$ cat src/design/wlse_queue.sv
module wlse_queue
#(
    parameter int W = 44
)
(
    input  logic         clk,
    input  logic         rst_n,
    input  logic         push,
    input  logic [W-1:0] push_data,
    input  logic         pop,
    output logic [W-1:0] pop_data,
    output logic         full,
    output logic         empty
);

    logic [W-1:0] slot_reg [2];
    logic         wp_reg, wp_next;
    logic         rp_reg, rp_next;
    logic [1:0]   cnt_reg, cnt_next;

    assign full     = (cnt_reg == 2'd2);
    assign empty    = (cnt_reg == 2'd0);
    assign pop_data = slot_reg[rp_reg];

    // Pointer and fill count update.
    always_comb
    begin
        wp_next  = wp_reg;
        rp_next  = rp_reg;
        cnt_next = cnt_reg;
        if (push && !full)
        begin
            wp_next  = ~wp_reg;
        end
        if (pop && !empty)
        begin
            rp_next  = ~rp_reg;
        end
        if ((push && !full) && !(pop && !empty))
        begin
            cnt_next = cnt_reg + 2'd1;
        end
        else if (!(push && !full) && (pop && !empty))
        begin
            cnt_next = cnt_reg - 2'd1;
        end
    end

    always_ff @(posedge clk or negedge rst_n)
    begin
        if (!rst_n)
        begin
            wp_reg  <= 1'b0;
            rp_reg  <= 1'b0;
            cnt_reg <= 2'd0;
        end
        else
        begin
            wp_reg  <= wp_next;
            rp_reg  <= rp_next;
            cnt_reg <= cnt_next;
        end
    end

    // Job storage holds payload only.
    always_ff @(posedge clk)
    begin
        if (push && !full)
        begin
            slot_reg[wp_reg] <= push_data;
        end
    end

endmodule

$ cat config.mk
export PLATFORM = sky130hd
export DESIGN_NAME = wlse_queue
export DESIGN_NICKNAME = d
export VERILOG_FILES = /design/src/design/wlse_queue.sv
export SDC_FILE = /design/constraint.sdc
export NUM_CORES = 1
export LEC_CHECK = 0
export BUFFER_PORTS_ARGS = -buffer_cell sky130_fd_sc_hd__buf_2
export CAP_MARGIN = 20
export CORE_MARGIN = 4
export CORE_UTILIZATION = 56
export DETAILED_ROUTE_END_ITERATION = 10
export HOLD_SLACK_MARGIN = 0.12
export PLACE_DENSITY = 0.84
export SKIP_CTS_REPAIR_TIMING = 1
export SYNTH_ARGS = -nofsm -noshare
export SYNTH_HDL_FRONTEND = slang
export SYNTH_SLANG_ARGS = --single-unit
$ cat constraint.sdc
create_clock -name clk -period 8.7 [get_ports clk]
set_input_delay 2.61 -clock clk [delete_from_list [all_inputs] [get_ports clk]]
set_output_delay 2.61 -clock clk [all_outputs]
set_load 0.02 [all_outputs]
* Word level (Yosys, flattened, before mapping) *
Memory sizes are Yosys's and may differ from the RTL's.
Index checks and enable logic that the tools add are counted.
Widths: inputs -> output; s select.

storage, ports and cells
  flip-flop bits (word level) = 4
  memory bits (writable) = 88
  output and inout port bits = 46
  word-level logic and storage cells = 23
  memories kept = 1

memories
  name      words  width  rd ports  clocked after Yosys merged registers in  write ports  line  RTL
  slot_reg  2      44     1         0                                        1            16    logic [W-1:0] slot_reg [2];

cells by class
  add/subtract/negate cells = 2
  equal/unequal tests = 1
  mux-type cells = 4
  bitwise operators = 2
  reduce and logical (&&, ||, !) cells = 10

operators by type and width
  kind                 count
  $logic_and 1x1->1    4
  $logic_not 1->1      4
  $mux 2               2
  $add 2x1->2 const B  1
  $eq 2x2->1 const B   1
  $logic_not 2->1      1
  $mux 1               2
  $not 1->1            2
  $reduce_bool 2->1    1
  $sub 2x1->2 const B  1

* Longest topological paths before layout *
  word-level depth = 7
  depth in mapped cells = 7
  depth with buffers taken out = 7

* Worst setup path after synthesis *
No wires, ideal clock.

  path type = input to register
  from = in push
  to = mem slot_reg[0][0], enable pin
  arrival time = 4549 ps
  slack = 3706 ps
  stages on the path = 2
  path buffers = 0
  cells stage by stage = nand2_1 nor2_1

between the ends
  longest elaborated chain between the ends = 3

RTL lines
  what                          line  RTL
  start, declared               8     input logic push,
  $logic_and 1x1->1             68    if (push && !full)
  $mux 1                        68
  $mux 1 (implied by the code)  70    slot_reg[wp_reg] <= push_data;
  end, declared                 16

Every way passes these cells.

* Worst setup path in the final report *
  from = reg rp_reg
  to = out pop_data[35]

between the ends
  longest elaborated chain between the ends = 1

RTL lines
  what                    line  RTL
  start, declared         18    logic rp_reg, rp_next;
  start signal, assigned  60    rp_reg <= rp_next;
  $mem_v2 2x44            -
  end, declared           11    output logic [W-1:0] pop_data,

Every way passes these cells.

==> results.toml <==
[worst_setup_path]
critical_path.reg2reg.endpoint = "slot_reg[1][7]"
endpoint_kind = "output port"
slowest_delay_ps = 800
timing.critical_path.cells = "buf_4, mux2_2, buf_2"
crit_slowest_cell = "dfrtp_2"
crit_type = "flip-flop to output port"
worst-r2r-setup-slack_ps = 6800
crit_path_max_fanout = 25
worstRegToRegCells = 2
cp.required_ps = 6090
worstSetupStartpointType = "flip-flop"
crit_arrival_ps = 2210
worst_r2r_startpoint = "cnt_reg[0]"

[place]
placed_area_mm2 = 0.004065
place_inst = 321
gp_congestion = 0.6944
numPortBuffers = 93
preCtsSetupSlack_ps = 4229
post-dp-hpwl_um = 3825

[floorplan]
fp.coreArea_mm2 = 0.006061
fp.dieArea_mm2 = 0.007720
io-pin-count = 94
initial_core_util_pct = 58.94
die_height_um = 87.87
chipWidth_um = 87.87
std_cell_rows = 28

[synthesis]
sequential_cell_area_fraction_in_the_yosys_report_pct = 76.78
synth-simple-area-share_pct = 0.7706
synthDistinctLibCells = 15
post_synth_instance_area_mm2 = 0.003572
synthesized_area_fraction_occupied_by_ao_oa_aoi_and_oai_cells_pct = 0.1401
ys_async_sr_fraction_pct = 4.348
synth_edf_count = 88
yosys_warnings = 0
synth_flop_cell = "edfxtp_1"
synth-adder-area-share_pct = 0.3503
portion_of_netlist_area_occupied_by_mux_cells_pct = 17.97
syn_nets = 205
synth.avg_cell_area_um2 = 22.90
netlist_instances = 156
ys_ff_latch = 92
synth_top_family_by_area = "multiplexers"
synth_xor_area_share_pct = 1.226

[status]
run_status = "finished, final reports clean"

[timing]
timing_hold_violations_final = 0
timing.fmax_ghz = 0.2074
setup_tns_ps = 0
maxSlewViolCount = 0
clock_skew_ps = 6.450
max_slew_margin_pct = 31.91
rsz0062_at_grt = "false"
fin_ws_ps = 3878
worst_margin_slew_ps = 1021
layout_worst_path_cycle_share_pct = 55.43
setup_viol = 0
finalWorstPathRequiredPeriod_ps = 4822

[hold_path]
timing.hold.worst_path_depth = 1
holdCritPathClass = "flip-flop to flip-flop"
worstHoldStart = "cnt_reg[1]"
timing.hold.worst_endpoint = "cnt_reg[1]"

[cells_and_area]
n_antenna_cell = 0
final_area_mm2 = 0.004238
finalNetCount = 306
synthToLayoutAreaGrowth_pct = 18.63
number_of_flip_flops_in_the_largest_register = 88
final_cell_count_no_fill = 336
post_route_cells_drive_above_1_share_pct = 58.24

[global_routing]
met2_usage_pct = 26.30
grt_pass1_wl_um = 8376
grt_util_all_layers_pct = 15.35
number_of_global_route_vias_before_repair = 1764
grt_max_degree = 45
met3_usage_pct = 6.115
globalRoute.totalOverflow = 0
gr-usage-met1_pct = 17.29
antenna_violations_before_repair = 0
top_usage_layer = "met2"

[power]
power-per-cell-area_mw_per_mm2 = 341.0
max-vdd-ir-drop_mv = 0.3533
power_leakage_nw = 1.723

[clocking]
root_buffer = "clkbuf_8"
clkSlewWorstSetupHoldPaths_ps = 70
cts_num_sinks = 92
cts_buffer_depth = 2
tritoncts_clock_tree = "yes"
ctsHtreeMaxLevel = 3
numCtsBuffers = 9
worst_skew_pair.late_latency_ps = 350

[route]
first_iter_violations = 73
wl_per_cell_um = 16.65
drt-total-wl_um = 5595
drt_pre_antenna_iters = 4
ant_nets = 0
viasPerCell = 5.027
drc = 0
via_count = 1689

[job]
cap_viol_max_count = 0
## worst max path at each step
stage | startpoint | to | cells past startpoint
detailed placement | rp_reg | pop_data[35] | 3
global placement | rp_reg | pop_data[41] | 3
finish | rp_reg | pop_data[35] | 3
floorplan | push | slot_reg[0][0] | 2
CTS | rp_reg | pop_data[35] | 3
global route | rp_reg | pop_data[35] | 3
## report_power, final
group / switching [W] / leakage (nW) / internal (W) / total (W)
Sequential: 0.0000584 / 0.863 / 0.000608 / 0.000667
Clock: 0.000128 / 0.0859 / 0.000129 / 0.000257
Combinational: 0.000281 / 0.774 / 0.000240 / 0.000522
Total: 0.000468 / 1.72 / 0.000977 / 0.00145
## cells by family (layout without fill, tap and decap cells)
family                   after synthesis  in the layout
multiplexers                          44             44
flip-flops                            92             92
adder cells (fa/ha/maj)                1              1
XOR/XNOR                               5              5
buffers and inverters                  7            112
AO/OA/AOI/OAI                          1              1
AND/OR/NAND/NOR                        6              6
## worst max-delay path: cells and delay by family (launching register included)
family / cells / cell delay [ps]
flip-flops: 1 / 800
multiplexers: 1 / 390
buffers and inverters: 2 / 670
## metal layers
metal	vias up	part of all wire, %
li1	805	-
met1	814	38
met2	63	52
met3	7	8.1
met4	0	1.3
met5	-	0
## layout by cell type, fill, tap and decap left out, types with 2 or more instances in the layout
master and instances:
dfrtp_1 3, buf_4 2, inv_1 2, nor2_1 2, clkinv_1 3, clkbuf_1 2
edfxtp_1 88, buf_2 93, xor2_1 2, xnor2_1 3, mux2_4 39, clkbuf_8 9
mux2_2 5
## per-stage QoR
| step | total power (W) | hold slack [ps] | utilization [%] |
|---|---|---|---|
| floorplan | 0.001097 | 460.8 | - |
| global placement | 0.001194 | 517.3 | 67.07 |
| detailed placement | 0.001209 | 546.8 | 67.07 |
| CTS | 0.001464 | 561.0 | 69.92 |
| global route | 0.001519 | 571.8 | 69.92 |
| finish | 0.001445 | 550.3 | 69.92 |
## final cells by class
| cell class | count | area (um^2) |
|---|---|---|
| multi-input cells | 57 | 739.5 |
| repair buffers | 95 | 480.5 |
| inverters | 2 | 7.507 |
| clock inverters | 4 | 41.29 |
| clock buffers | 11 | 131.4 |
| fillers | 412 | 1823 |
| well taps | 75 | 93.84 |
| flip-flops and latches | 92 | 2744 |
## cells in the mapped netlist, types with 2 or more instances
library cell / n / area, um^2
edfxtp_1: 88 / 2643
mux2_4: 39 / 585.6
mux2_2: 5 / 56.30
buf_12: 4 / 80.08
dfrtp_1: 4 / 100.1
nor2_1: 3 / 11.26
xnor2_1: 3 / 26.28
inv_1: 2 / 7.510
xor2_1: 2 / 17.52
(Power assumes the default switching activity.)
