## src/design/wlse_pkg.sv

```systemverilog
package wlse_pkg;

    // Fixed-point constants in Q30.
    localparam logic [30:0] Q30_ONE   = 31'd1073741824;
    localparam logic [30:0] LOG2E_Q30 = 31'd1549082005;
    localparam logic [29:0] LN2_Q30   = 30'd744261118;

    // Reciprocals are ceil(2^RECIP_SHIFT / d); exact for the operand ranges used here.
    localparam int RECIP_SHIFT = 34;

    // Result status codes.
    localparam logic [1:0] STAT_OK       = 2'd0;
    localparam logic [1:0] STAT_SUM_ZERO = 2'd1;
    localparam logic [1:0] STAT_OVERFLOW = 2'd2;

    // Reciprocal of the Taylor term index n, for n from 1 to 12.
    function automatic logic [34:0] exp_recip(input logic [3:0] n);
        logic [34:0] r;
        unique case (n)
            4'd1:    r = 35'd17179869184;
            4'd2:    r = 35'd8589934592;
            4'd3:    r = 35'd5726623062;
            4'd4:    r = 35'd4294967296;
            4'd5:    r = 35'd3435973837;
            4'd6:    r = 35'd2863311531;
            4'd7:    r = 35'd2454267027;
            4'd8:    r = 35'd2147483648;
            4'd9:    r = 35'd1908874354;
            4'd10:   r = 35'd1717986919;
            4'd11:   r = 35'd1561806290;
            4'd12:   r = 35'd1431655766;
            default: r = 35'd17179869184;
        endcase
        return r;
    endfunction

    // Reciprocal of the odd divisor 2k+1 of the atanh series, for k from 0 to 14.
    function automatic logic [34:0] ln_recip(input logic [3:0] k);
        logic [34:0] r;
        unique case (k)
            4'd0:    r = 35'd17179869184;
            4'd1:    r = 35'd5726623062;
            4'd2:    r = 35'd3435973837;
            4'd3:    r = 35'd2454267027;
            4'd4:    r = 35'd1908874354;
            4'd5:    r = 35'd1561806290;
            4'd6:    r = 35'd1321528399;
            4'd7:    r = 35'd1145324613;
            4'd8:    r = 35'd1010580541;
            4'd9:    r = 35'd904203642;
            4'd10:   r = 35'd818089009;
            4'd11:   r = 35'd746950835;
            4'd12:   r = 35'd687194768;
            4'd13:   r = 35'd636291452;
            4'd14:   r = 35'd592409283;
            default: r = 35'd17179869184;
        endcase
        return r;
    endfunction

endpackage

```

## src/design/wlse_front.sv

```systemverilog
module wlse_front
    import wlse_pkg::*;
#(
    parameter int DEPTH = 1024,
    parameter int AW    = 10,
    parameter int CNT_W = 11
)
(
    input  logic                 clk,
    input  logic                 rst_n,
    input  logic                 item_valid,
    output logic                 item_ready,
    input  logic signed [31:0]   value,
    input  logic [31:0]          weight,
    input  logic                 last,
    input  logic                 q_full,
    input  logic                 q_empty,
    input  logic                 back_idle,
    input  logic [CNT_W-1:0]     rd_ptr,
    output logic                 wr_en,
    output logic [AW-1:0]        wr_addr,
    output logic [63:0]          wr_data,
    output logic                 push,
    output logic [CNT_W+32:0]    push_data
);

    logic [CNT_W-1:0]   count_reg, count_next;
    logic signed [31:0] max_reg, max_next;
    logic               ovf_reg, ovf_next;
    logic               vec_full;
    logic               write_ok;
    logic               accept;
    logic [CNT_W-1:0]   count_inc;
    logic signed [31:0] max_upd;
    logic               ovf_upd;

    // A new entry may only overwrite slots the back end has already read.
    assign vec_full   = (count_reg == CNT_W'(DEPTH));
    assign write_ok   = vec_full || (q_empty && (back_idle || (count_reg < rd_ptr)));
    assign item_ready = write_ok && !q_full;
    assign accept     = item_valid && item_ready;

    // Store the item unless the vector is already full.
    assign wr_en   = accept && !vec_full;
    assign wr_addr = count_reg[AW-1:0];
    assign wr_data = {value, weight};

    // Running maximum, count and overflow flag including this item.
    assign count_inc = vec_full ? count_reg : count_reg + CNT_W'(1);
    assign max_upd   = (!vec_full && (value > max_reg)) ? value : max_reg;
    assign ovf_upd   = ovf_reg || vec_full;

    // The last item hands a job to the back end and clears the vector state.
    assign push      = accept && last;
    assign push_data = {count_inc, max_upd, ovf_upd};

    always_comb
    begin
        count_next = count_reg;
        max_next   = max_reg;
        ovf_next   = ovf_reg;
        if (accept)
        begin
            if (last)
            begin
                count_next = '0;
                max_next   = 32'sh8000_0000;
                ovf_next   = 1'b0;
            end
            else
            begin
                count_next = count_inc;
                max_next   = max_upd;
                ovf_next   = ovf_upd;
            end
        end
    end

    always_ff @(posedge clk or negedge rst_n)
    begin
        if (!rst_n)
        begin
            count_reg <= '0;
            max_reg   <= 32'sh8000_0000;
            ovf_reg   <= 1'b0;
        end
        else
        begin
            count_reg <= count_next;
            max_reg   <= max_next;
            ovf_reg   <= ovf_next;
        end
    end

endmodule

```

## config.mk

```make
export PLATFORM = sky130hd
export DESIGN_NAME = wlse_front
export DESIGN_NICKNAME = d
export VERILOG_FILES = /design/src/design/wlse_pkg.sv /design/src/design/wlse_front.sv
export SDC_FILE = /design/constraint.sdc
export NUM_CORES = 1
export LEC_CHECK = 0
export BUFFER_PORTS_ARGS = -buffer_cell sky130_fd_sc_hd__buf_2
export CAP_MARGIN = 20
export CORE_UTILIZATION = 44
export DETAILED_ROUTE_END_ITERATION = 6
export GPL_TIMING_DRIVEN = 0
export MAX_ROUTING_LAYER = met4
export PLACE_DENSITY = 0.82
export SYNTH_ARGS = -nofsm -noshare
export SYNTH_HDL_FRONTEND = slang
export SYNTH_SLANG_ARGS = --single-unit
export TNS_END_PERCENT = 50
```

## constraint.sdc

```tcl
create_clock -name clk -period 3.12 [get_ports clk]
set_input_delay 0.312 -clock clk [delete_from_list [all_inputs] [get_ports clk]]
set_output_delay 0.312 -clock clk [all_outputs]
set_load 0.005 [all_outputs]
```

Word level (Yosys, flattened, before mapping)
Cells that the tools add are included.
{"block": "op_classes", "muxes": 5, "add_sub_neg": 1, "magnitude_cmp": 2, "reduce_logical": 11, "eq_ne": 1}
{"op": "$mux 32", "n": 2}
{"op": "$gt 32x32->1", "n": 1}
{"op": "$mux 11", "n": 2}
{"op": "$add 11x1->11 const B", "n": 1}
{"op": "$eq 11x11->1 const B", "n": 1}
{"op": "$lt 11x11->1", "n": 1}
{"op": "$logic_and 1x1->1", "n": 6}
{"op": "$logic_or 1x1->1", "n": 3}
{"op": "$logic_not 1->1", "n": 2}
{"op": "$mux 1", "n": 1}
{"block": "totals", "register_bits": 44, "inputBits": 82, "output_inout_bits": 121}

Longest topological paths before layout
{"block": "logic_depth", "ltp_word": 7, "depth_mapped": 11, "mapped_depth_nobuf": 9}

Worst setup path after synthesis
Ideal clock, no wire load.
{"block": "synth_path", "path_type": "flip-flop to output port", "from": "reg max_reg[31]", "to": "out push_data[1]", "t_arrival_ps": 2810, "slack_ps": -2, "required_time_ps": 2808, "n_path_buf": 2, "path_stages_with_launch": 11, "path_cell_list": "dfstp_2 inv_1 ha_1 nand4_1 or4_4 o21ba_2 nor4_1 or3_1 buf_2 buf_6 mux2_1"}
{"block": "synth_between", "elab_chain_cells": 3}
{"item": "start: declaration", "line": "wlse_front.sv:28", "source": "logic signed [31:0] max_reg, max_next;"}
{"item": "start signal: assignment", "line": "wlse_front.sv:90", "source": "max_reg <= max_next;"}
{"item": "$gt 32x32->1", "line": "wlse_front.sv:50", "source": "assign max_upd = (!vec_full && (value > max_reg)) ? value : max_reg;"}
{"item": "$logic_and 1x1->1", "line": "wlse_front.sv:50"}
{"item": "$mux 32", "line": "wlse_front.sv:50"}
{"item": "end: declaration", "line": "wlse_front.sv:24", "source": "output logic [CNT_W+32:0] push_data"}
No other way between the ends.

Worst setup path after layout
{"block": "layout_path", "from": "reg max_reg[9]", "to": "out push_data[1]"}
Same word-level chain as after synthesis.

==> impl_results.md <==
* Status: finished, violations left
* Failing checks: negative setup slack
* DRT Pass-1 Iters at 5
* DR WL/cell at 15.0 um
* Max H-tree Level at 2
* Syn Inst Count at 505
* Sequential area share after synthesis at 0.250
* Routed Antenna Nets at 0
* Total power at 0.00345 W
* Post-synth cell types at 55
* Clock buffer depth at 2
* Min-Delay Path Class: input pin to flop
* DRC viols at 0
* Diodes inserted at 0
* Minimum clock period at 3.46 ns
* IO buf count at 169
* Leak Pwr at 3.36 nW
* Vias in the first global route at 4009
* EDFF count, synth at 0
* Power share of the combinational group at 0.620
* Syn Nets at 631
* RSZ-0062 raised after global routing: yes
* Final nets at 834
* Largest net degree at the start of global routing at 45
* Finish-stage setup viols at 46
* MaxCap Viol Count at 0
* Die Height at 102 um
* CP Launch Type: flop
* Final wirelength at 12.6 mm
* Setup ws final at -0.345 ns
* Maximum fanout along the worst path at 4
* CP Class: flop to output port
* Root Buffer: clkbuf_8
* Post-layout util at 0.637
* # rows at 36
* Fmax at 289 MHz
* Max transition margin at 0.609
* Setup tns final at -8.67 ns
* Pwr per Cell Area at 556 nW/um^2
* Final period util at 1.11
* 1st-iter DRT viols at 192
* Synth top area share at 0.244
* Hold_ws at approximately 0.27 ns
* Vias at 4449
* Synth warn at 0
* Clk sinks at 44
* Hold Violations, Final at 0
* Number of flip-flops in the largest register at 32
* Clk_skew at 0.00967 ns
* CTS Buf Count at 5
* First-pass GRT wire length at 18.6 mm
* Power share of the clock group at 0.130
* Routed vias/inst at ~5.3
* Net load switching power at between 0.001 and 0.0015 W
* Core box area at roughly 10000 um^2
* Reg power frac at 0.250
* Ys async rst share at 1.00
* Initial core utilization at 0.453
* Slew Viols, Final at 0
* Crit. End Element: output port
* Clock-pin slew on the worst setup and hold paths at 0.09 ns
* Mean post-synth cell area at 8.74 um^2
* WP data required at 2.81 ns
* Sw Ratio at 0.387
* Gp weighted congestion at around 0.86
* Yosys reg bits at between 40 and 50
* Worst-Margin Slew at 0.581 ns
* Num ports at 203
* Die area at 10400 um^2
* P_int at 0.00211 W
* Critical path arrival at 3.15 ns
* Worst vdd ir at 0.312 mV
* CTS tree: done
* Ranking of synthesized cells by area: dfrtp_1, buf_4, ha_1, inv_1, nand2_1
* Antenna violations before repair at 0
* Worst-Skew Late Latency at 0.30 ns
* GRT Resource Usage Total at 0.234
* Leading area contributor after synthesis: dfrtp_1
* Area grow syn2layout at 40.6%
* Cell with the most instances after synthesis: buf_4
* Most common library cells after synthesis: buf_4, inv_1, nand2_1
* Post-Synthesis Cell Area at 4410 um^2
* Ys flop type: dfrtp_1
* Grt total ovfl at 0
* Placed wire-length estimate at 8.91 mm
* Layout cell share with drive strength beyond 1 at 0.501
* Die X at 102 um
layout make-up:
type	instances	area, um^2
fillers	787	3530
inverters	67	251
clock inverters	2	35.0
repair buffers	197	1200
well taps	133	166
plain buffers	97	754
clock buffers	6	72.6
multi-input cells	296	2620
flip-flops and latches	44	1100
layer usage:
metal,global-route usage,up-vias,wire length [um]
li1,-,2098,-
met1,0.291,2110,5220
met2,0.398,201,6390
met3,0.0226,40,709
met4,0.0758,0,301
met5,-,-,0
layout by cell type, fill, tap and decap left out, drive strengths merged, types with 16 or more instances in the layout:
cell type  Yosys  layout
buf           84     281
inv           67      67
nand2         65      65
ha            44      44
dfrtp         43      43
nand4         26      26
mux2i         18      18
o21ai         17      17
clkbuf        13      17
mux2          16      16
o32ai         16      16
power groups by stage:
stage          sequential, W  clock (W)  combinational, W
5_1_grt             0.000884   0.000477           0.00232
3_5_place_dp        0.000870          0           0.00155
4_1_cts             0.000862   0.000448           0.00192
2_1_floorplan       0.000833          0           0.00106
6_report            0.000862   0.000447           0.00214
3_3_place_gp        0.000859          0           0.00149
worst max-delay path, cell delays in order, from the launching register on:
cell	delay [ns]
dfrtp_1	0.40
inv_1	0.06
ha_1	0.28
a21o_1	0.20
a21oi_2	0.17
o221ai_2	0.15
nor3b_4	0.19
buf_4	0.13
o31a_2	0.31
or3_1	0.40
buf_6	0.14
mux2_4	0.30
buf_6	0.12
stage by stage:
| step | instances | setup slack [ns] | instance area [um^2] |
|---|---|---|---|
| floorplan | 505 | 0.118 | 4410 |
| global placement | 807 | -0.425 | 5420 |
| detailed placement | 807 | -0.416 | 5420 |
| CTS | 829 | -0.426 | 5950 |
| global route | 842 | -0.441 | 6200 |
| finish | 842 | -0.345 | 6200 |
final timing paths:
| check | slack, ns | startpoint | end | cells past startpoint |
|---|---|---|---|---|
| worst max-delay path | -0.34 | max_reg[9] | push_data[1] | 12 |
| worst min-delay path | 0.27 | last | max_reg[15] | 2 |
| worst max register to register | -0.08 | max_reg[31] | max_reg[25] | 11 |
| worst min register to register | 0.52 | max_reg[29] | max_reg[29] | 2 |
| max in group asynchronous | 2.20 | rst_n | max_reg[31] | 3 |
| min in group asynchronous | 0.39 | rst_n | max_reg[13] | 2 |
kinds of logic after synthesis:
kind of cell               count (synthesis)  synth area share
DFF                                       44             0.250
buffers and inverters                    165             0.217
muxes                                     34            0.0817
adders and majority gates                 44             0.125
xor gates and xnor gates                   9            0.0179
and+or+nand+nor                          117             0.136
AOI/OAI and AO/OA                         92             0.173
repair_timing:
item | in CTS | in global routing
buffers inserted | 14 | 11
hold endpoints to repair | 0 | 7
gates resized for setup | 68 | 22
pin swaps | 11 | 4
cloned | 1 | 0
hold buffers | 0 | 1
setup endpoints to repair | 52 | 66
No activity file was read; power rests on OpenSTA's default activity.
